File: config.mk
export PLATFORM = sky130hd
export DESIGN_NAME = vtdh_ctrl
export DESIGN_NICKNAME = d
export VERILOG_FILES = /design/src/design/vtdh_pkg.sv /design/src/design/vtdh_ctrl.sv
export SDC_FILE = /design/constraint.sdc
export NUM_CORES = 1
export LEC_CHECK = 0
export ABC_AREA = 1
export CORE_MARGIN = 8
export CORE_UTILIZATION = 45
export CTS_BUF_LIST = sky130_fd_sc_hd__clkbuf_8 sky130_fd_sc_hd__clkbuf_16
export DETAILED_ROUTE_END_ITERATION = 16
export DONT_BUFFER_PORTS = 1
export GPL_TIMING_DRIVEN = 1
export PLACE_DENSITY = 0.65
export SLEW_MARGIN = 10
export SYNTH_ARGS = -nofsm -noshare
export SYNTH_HDL_FRONTEND = slang
export SYNTH_SLANG_ARGS = --single-unit
File: constraint.sdc
create_clock -name clk_i -period 1.45 [get_ports clk_i]
set_input_delay 0.29 -clock clk_i [delete_from_list [all_inputs] [get_ports clk_i]]
set_output_delay 0.29 -clock clk_i [all_outputs]
set_load 0.02 [all_outputs]
File: src/design/vtdh_pkg.sv
// vtdh_pkg: shared types and constants of the vertex triple dedup hash block
// item structs, controller/datapath command and status structs, hash multipliers
// no dependencies
package vtdh_pkg;

  localparam logic [31:0] HashP = 32'd73856093;
  localparam logic [31:0] HashT = 32'd19349663;
  localparam logic [31:0] HashN = 32'd83492791;

  localparam logic [12:0] BucketCountRst = 13'd4096;
  localparam logic        OpLookup       = 1'b0;
  localparam logic        OpClear        = 1'b1;
  localparam int          MulSteps       = 3;
  localparam int          DivSteps       = 32;

  typedef struct packed {
    logic               op;
    logic signed [31:0] pos_index;
    logic signed [31:0] tex_index;
    logic signed [31:0] norm_index;
  } in_item_t;

  typedef struct packed {
    logic [11:0]        vertex_index;
    logic               is_new;
    logic               table_full;
    logic signed [31:0] echo_pos;
    logic signed [31:0] echo_tex;
    logic signed [31:0] echo_norm;
  } out_item_t;

  typedef struct packed {
    logic       load;
    logic       clear;
    logic       mul_en;
    logic [1:0] mul_sel;
    logic       div_en;
    logic       head_take;
    logic       ent_take;
    logic       hit;
    logic       insert;
  } cmd_t;

  typedef struct packed {
    logic hit;
    logic walk;
  } sts_t;

endpackage

File: src/design/vtdh_ctrl.sv
// vtdh_ctrl: sequencer for hash, modulo, chain walk and insert
// depends on vtdh_pkg
module vtdh_ctrl (
  input  logic          clk_i,
  input  logic          rst_ni,
  input  logic          start_i,
  input  logic          op_i,
  input  vtdh_pkg::sts_t sts_i,
  output vtdh_pkg::cmd_t cmd_o,
  output logic          busy_o
);

  typedef enum logic [2:0] {
    S_IDLE, S_MUL, S_DIV, S_HEAD, S_HEADD, S_ENT, S_INS
  } state_e;

  state_e     state_q;
  logic [4:0] cnt_q;

  always_ff @(posedge clk_i or negedge rst_ni) begin
    if (!rst_ni) begin
      state_q <= S_IDLE;
      cnt_q   <= '0;
    end else begin
      unique case (state_q)
        S_IDLE: begin
          if (start_i && op_i == vtdh_pkg::OpLookup) begin
            state_q <= S_MUL;
            cnt_q   <= '0;
          end
        end
        S_MUL: begin
          if (cnt_q == 5'(vtdh_pkg::MulSteps - 1)) begin
            state_q <= S_DIV;
            cnt_q   <= '0;
          end else begin
            cnt_q <= cnt_q + 5'd1;
          end
        end
        S_DIV: begin
          if (cnt_q == 5'(vtdh_pkg::DivSteps - 1)) begin
            state_q <= S_HEAD;
          end
          cnt_q <= cnt_q + 5'd1;
        end
        S_HEAD:  state_q <= S_HEADD;
        S_HEADD: state_q <= S_ENT;
        S_ENT: begin
          priority if (sts_i.hit) begin
            state_q <= S_IDLE;
          end else if (sts_i.walk) begin
            state_q <= S_ENT;
          end else begin
            state_q <= S_INS;
          end
        end
        S_INS:   state_q <= S_IDLE;
        default: state_q <= S_IDLE;
      endcase
    end
  end

  always_comb begin
    cmd_o           = '0;
    cmd_o.load      = (state_q == S_IDLE) && start_i;
    cmd_o.clear     = (state_q == S_IDLE) && start_i && op_i == vtdh_pkg::OpClear;
    cmd_o.mul_en    = (state_q == S_MUL);
    cmd_o.mul_sel   = cnt_q[1:0];
    cmd_o.div_en    = (state_q == S_DIV);
    cmd_o.head_take = (state_q == S_HEADD);
    cmd_o.ent_take  = (state_q == S_ENT);
    cmd_o.hit       = (state_q == S_ENT) && sts_i.hit;
    cmd_o.insert    = (state_q == S_INS);
  end

  assign busy_o = (state_q != S_IDLE);

endmodule

==> metrics.cfg, run 1 <==
[min_path]
hold_class = input port to flop

[route]
wire_per_inst_um = 11.80
vias = 598
routed_wl_um = 1416
avgViaCountPerCell = 4.983
drtPass1Iterations = 2
first_iter_violations = 4
ant_nets = 0
drc = 0

[timing]
grt_setup_unrepaired = true
drv_slew = 0
hold_viol = 0
hold_ws_ns = 0.1780
tightest_slew_ns = 0.3916
fmax_ghz = 0.6779
slew_headroom = 0.7381
post-route-period-util = 1.017
setup-violations-final = 1
timing.final.ws_setup_ns = -0.02524
post-route-min-period_ns = 1.475
skew_ns = 0.004578

[placement]
place.port_buffers = 0
hpwl_um = 1089
gp_congestion = 0.7812
dp_slack_ns = 0.1376

[floorplanning]
fp.dieArea_um2 = 2759
ios = 17
die_h_um = 52.53
die_x_um = 52.53
rows = 13
initial_core_util = 0.4734
core_area_um2 = 1269

[layout]
antenna_cells = 0
nets = 116
syn_to_final_growth_pct = 23.96
drive_above_1_share = 0.2476
final_core_util = 0.5868

[logic_synthesis]
synth_edf_count = 0
synthArstFlopShare = 1.000
yosysSeqAreaShare = 0.3333
synth_common_cells = 28 x nand2_1, 13 x nor2_1, 12 x inv_1, 12 x nand3_1, 8 x dfrtp_1
synth_nets = 102
yosysWarnings = 0
ys_types = 18
avgSynthCellArea_um2 = 6.458
yosys-top-cells-area = dfrtp_1 33%, nand2_1 18%, nand3_1 10%
synth_flop_cell = dfrtp_1
yosysTopAreaCell = dfrtp_1
yosysMostFrequentCell = nand2_1
synth_area_um2 = 600.6
ys_ff_latch = 8
synth_top_area_frac = 0.3333
netlist_instances = 93

[grt]
grt_first_pass_wirelength_um = 2318
grt_usage = 0.1151
grt_pass1_vias = 515
grt_max_degree = 11
grt-ovfl-total = 0
antenna_found_initial = 0

[run]
cap_violations = 0

[setup_path]
path_max_fanout = 6
arrival_ns = 1.19
criticalPathCategory = flop to output port
critPathLaunchType = flop
cp.required_ns = 1.16
end_kind = output port

[cts]
clockRootBuffer = clkbuf_8
clock_sinks = 8
clock_latency_ns = 0.23
cts_max_path_buffers = 2
cts_tree = done
path_clk_slew_ns = 0.04
numCtsBuffers = 3
htreeDepth = 1

[power]
power_mw = 1.653
p_leak_nw = 0.4282
p_per_area_nw_per_um2 = 2221
vdd_drop_max_mv = 1.086

[run_status]
violations = negative setup slack
status = finished, violations left

-- critical path, stage by stage (launching register included) --
cell and delay [ns]:
dfrtp_2 0.45, nor2_4 0.15, nand2_2 0.08, nor3_2 0.11, buf_4 0.16
-- flip-flops by register name, indices dropped and copies added (netlist names) --
name,count
state_q,3
cnt_q,5
-- worst paths after layout --
check                                       start                endpoint  slack, ns  depth (start not counted)
setup / recovery           state_q[0]$_DFFE_PN0P_                cmd_o[8]      -0.03                          4
hold / removal                           sts_i[1]  state_q[2]$_DFFE_PN0P_       0.18                          1
setup reg to reg             cnt_q[0]$_DFFE_PN0P_  state_q[0]$_DFFE_PN0P_       0.14                         10
hold reg to reg              cnt_q[4]$_DFFE_PN0P_    cnt_q[4]$_DFFE_PN0P_       0.52                          2
max in group asynchronous                  rst_ni  state_q[0]$_DFFE_PN0P_       0.73                          1
min in group asynchronous                  rst_ni    cnt_q[2]$_DFFE_PN0P_       0.42                          1
-- power breakdown --
part / total [mW] / leakage (nW) / internal (mW) / switching, mW
clock network: 0.274 / 0.0216 / 0.180 / 0.0932
logic: 0.988 / 0.304 / 0.362 / 0.627
registers: 0.391 / 0.103 / 0.307 / 0.0844
-- layout make-up --
| cell class | count | area (µm²) |
|---|---|---|
| clock buffer | 3 | 41.29 |
| fill | 126 | 524.3 |
| multi-input combinational | 66 | 329.1 |
| tap | 15 | 18.77 |
| inverter | 16 | 61.31 |
| sequential | 8 | 201.4 |
| timing repair buffer | 12 | 92.59 |
-- logic make-up (layout without fill, tap and decap cells) --
family          Yosys count  count (layout)  share of synthesized area
simple gates             59              59                     0.4292
buf+inv                  19              31                     0.1354
flops                     8               8                     0.3333
fa+ha+maj                 3               3                    0.06251
compound gates            3               3                    0.02499
xor+xnor                  1               1                    0.01459
-- per-stage QoR --
stage,std cells,instance area [µm²],setup TNS (ns)
global route,120,744.5,-0.4007
finish,120,744.5,-0.02524
global placement,114,671.9,0
floorplan,93,605.6,0
CTS,119,734.5,-0.06452
detailed placement,114,671.9,0
-- per-layer routing --
layer  GRT usage  wire (µm)  vias to the layer above
met5           0          0                        -
met4     0.07759         36                        0
met3     0.04830         93                        4
met2      0.1522        672                       11
met1      0.1459        613                      276
li1            -          -                      307
-- placed cells by master, fill, tap and decap left out --
cell type       n
nand2_1        27
nor2_1         13
nand3_1        12
inv_1          11
buf_4          11
dfrtp_1         7
inv_2           4
clkbuf_8        3
nand2_2         2
o21ai_0         2
ha_1            2
nor2_4          1
clkinv_2        1
nor3_1          1
nor3_2          1
nand3_2         1
nand4_1         1
xor2_1          1
o21ai_1         1
ha_2            1
dlygate4sd3_1   1
dfrtp_2         1
-- repair_timing --
action | CTS | global route
hold buffers | 1 | 0
setup buffers | 1 | 1
pin swaps | 2 | 2
endpoints found under the setup margin | 6 | 7
hold endpoints to repair | 8 | 0
gates resized for setup | 3 | 1
No activity file was read; power rests on OpenSTA's default activity.
==> inputs of run 2 (changes only) <==
--- a/config.mk
+++ b/config.mk
@@ -7,12 +7,12 @@
 export LEC_CHECK = 0
 export ABC_AREA = 1
 export CORE_MARGIN = 8
-export CORE_UTILIZATION = 45
+export CORE_UTILIZATION = 40
 export CTS_BUF_LIST = sky130_fd_sc_hd__clkbuf_8 sky130_fd_sc_hd__clkbuf_16
 export DETAILED_ROUTE_END_ITERATION = 16
 export DONT_BUFFER_PORTS = 1
 export GPL_TIMING_DRIVEN = 1
-export PLACE_DENSITY = 0.65
+export PLACE_DENSITY = 0.59
 export SLEW_MARGIN = 10
 export SYNTH_ARGS = -nofsm -noshare
 export SYNTH_HDL_FRONTEND = slang
==> run 2 against run 1 <==
The run now ends clean; routed wire length is 3.8% lower; final area is 1.2% higher; die area is 8.6% higher; via count is 2.5% lower; utilization is 6.9 points lower; count of clock-buffer cells in the layout stayed put; sequential power is 4% higher; combinational power is 0.4% lower; maximum frequency is 3.5% higher; sequential share of layout area is 0.31 points lower; global-route usage is 1.8 points lower; clock skew is 0.0010 ns higher.
==> metrics.cfg, run 2 (synthesis gave the netlist of run 1 again) <==
[run_status]
status = finished, final reports clean

[run]
cap_violations = 0

[setup_path]
path_max_fanout = 6
slowest_stage = dfrtp_2
critPathMaxStageDelay_ns = 0.45
r2r-start = state_q[0]$_DFFE_PN0P_
criticalPathCategory = flop to output port
cp.depth = 4
crit_start = state_q[0]$_DFFE_PN0P_
arrival_ns = 1.14
cp.required_ns = 1.16
endpoint = cmd_o[8]
end_kind = output port
reg2reg_depth = 7
crit_chain = nor2_4, nand2_2, nor3_2, buf_4
r2r-end = cnt_q[2]$_DFFE_PN0P_
timing.critical_path.buf_inv = 1
critPathLaunchType = flop
cpLargestDelayFamily = flip-flops
regToRegSetupSlack_ns = 0.13

[timing]
slew_headroom = 0.7436
hold_ws_ns = 0.1973
post-route-min-period_ns = 1.425
setup-violations-final = 0
tightest_slew_ns = 0.3833
fmax_ghz = 0.7017
skew_ns = 0.005607
drv_slew = 0
timing.final.ws_setup_ns = 0.02492
post-route-period-util = 0.9828
hold_viol = 0
grt_setup_unrepaired = true
tns_ns = 0

[grt]
grt-ovfl-total = 0
grt_max_degree = 11
grt_usage = 0.09695
grt_first_pass_wirelength_um = 2118
antenna_found_initial = 0
grt_pass1_vias = 514

[placement]
post-place-cells = 114
place.port_buffers = 0
dpl_cell_area_um2 = 665.6
gp_congestion = 0.7723
hpwl_um = 1031
dp_slack_ns = 0.1089

[layout]
top_register = cnt_q
multi_input_area_um2 = 334.1
final_cells = 121
drive_above_1_share = 0.2571
reg_top3 = cnt_q x5, state_q x3
nets = 116
antenna_cells = 0
layout_commonest_cell = nand2_1
syn_to_final_growth_pct = 25.42
final_core_util = 0.5181
fin_area_um2 = 753.2
n_fill_cell = 146
regArea_um2 = 201.4
layout_common_cells = 27 x nand2_1, 13 x nor2_1, 11 x inv_1, 11 x nand3_1, 11 x buf_4
largest_register_ffs = 5

[cts]
clock_latency_ns = 0.23
cts_tree = done
htreeDepth = 1
numCtsBuffers = 3
cts_max_path_buffers = 2
clock_sinks = 8
path_clk_slew_ns = 0.04
clockRootBuffer = clkbuf_8

[route]
routed_wl_um = 1362
wire_per_inst_um = 11.26
drtPass1Iterations = 4
ant_nets = 0
vias = 583
drc = 0
first_iter_violations = 15
avgViaCountPerCell = 4.818

[floorplanning]
core_area_um2 = 1454
fp.dieArea_um2 = 2998
ios = 17
initial_core_util = 0.4131
die_h_um = 54.75
rows = 14
die_x_um = 54.75

[min_path]
hold_depth = 1
hold_class = input port to flop

[power]
power_mw = 1.655
vdd_drop_max_mv = 1.034
p_leak_nw = 0.4293
p_per_area_nw_per_um2 = 2198

-- run 2: cell counts in the layout (fill, tap and decap cells not counted) --
Identical to the previous run, type by type.
-- run 2: worst min path at each step --
stage / from / endpoint / slack [ns]
detailed placement: rst_ni / state_q[0]$_DFFE_PN0P_ / -0.005
global route: sts_i[1] / state_q[2]$_DFFE_PN0P_ / 0.22
finish: sts_i[1] / state_q[2]$_DFFE_PN0P_ / 0.20
global placement: rst_ni / state_q[0]$_DFFE_PN0P_ / -0.005
floorplan: rst_ni / cnt_q[0]$_DFFE_PN0P_ / -0.006
CTS: sts_i[1] / state_q[2]$_DFFE_PN0P_ / 0.20
-- run 2: routing by layer --
layer | GRT usage | vias up | share of wire
li1 | - | 311 | -
met2 | 0.1623 | 9 | 0.47
met4 | 0.01230 | 0 | 0
met5 | 0 | - | 0
met1 | 0.1078 | 263 | 0.46
met3 | 0.05435 | 0 | 0.071
-- run 2: area by class of cell --
type / count / share of cell area
Clock buffer: 3 / 0.05482
Inverter: 16 / 0.08472
Multi-Input combinational cell: 66 / 0.4435
Sequential cell: 8 / 0.2674
Tap cell: 16 / 0.02658
Timing Repair Buffer: 12 / 0.1229
-- run 2: power breakdown --
group          switching (mW)  total, mW  internal [mW]
Sequential              0.100      0.408          0.307
Clock                  0.0841      0.264          0.179
Combinational           0.628      0.984          0.356
-- run 2: what timing repair did --
action                     in CTS  in global routing
buffers inserted                1                  2
hold endpoints to repair        8                  0
resized for setup               3                  3
setup endpoints to repair       5                  4
pin swaps                       1                  1
hold buffers                    1                  0
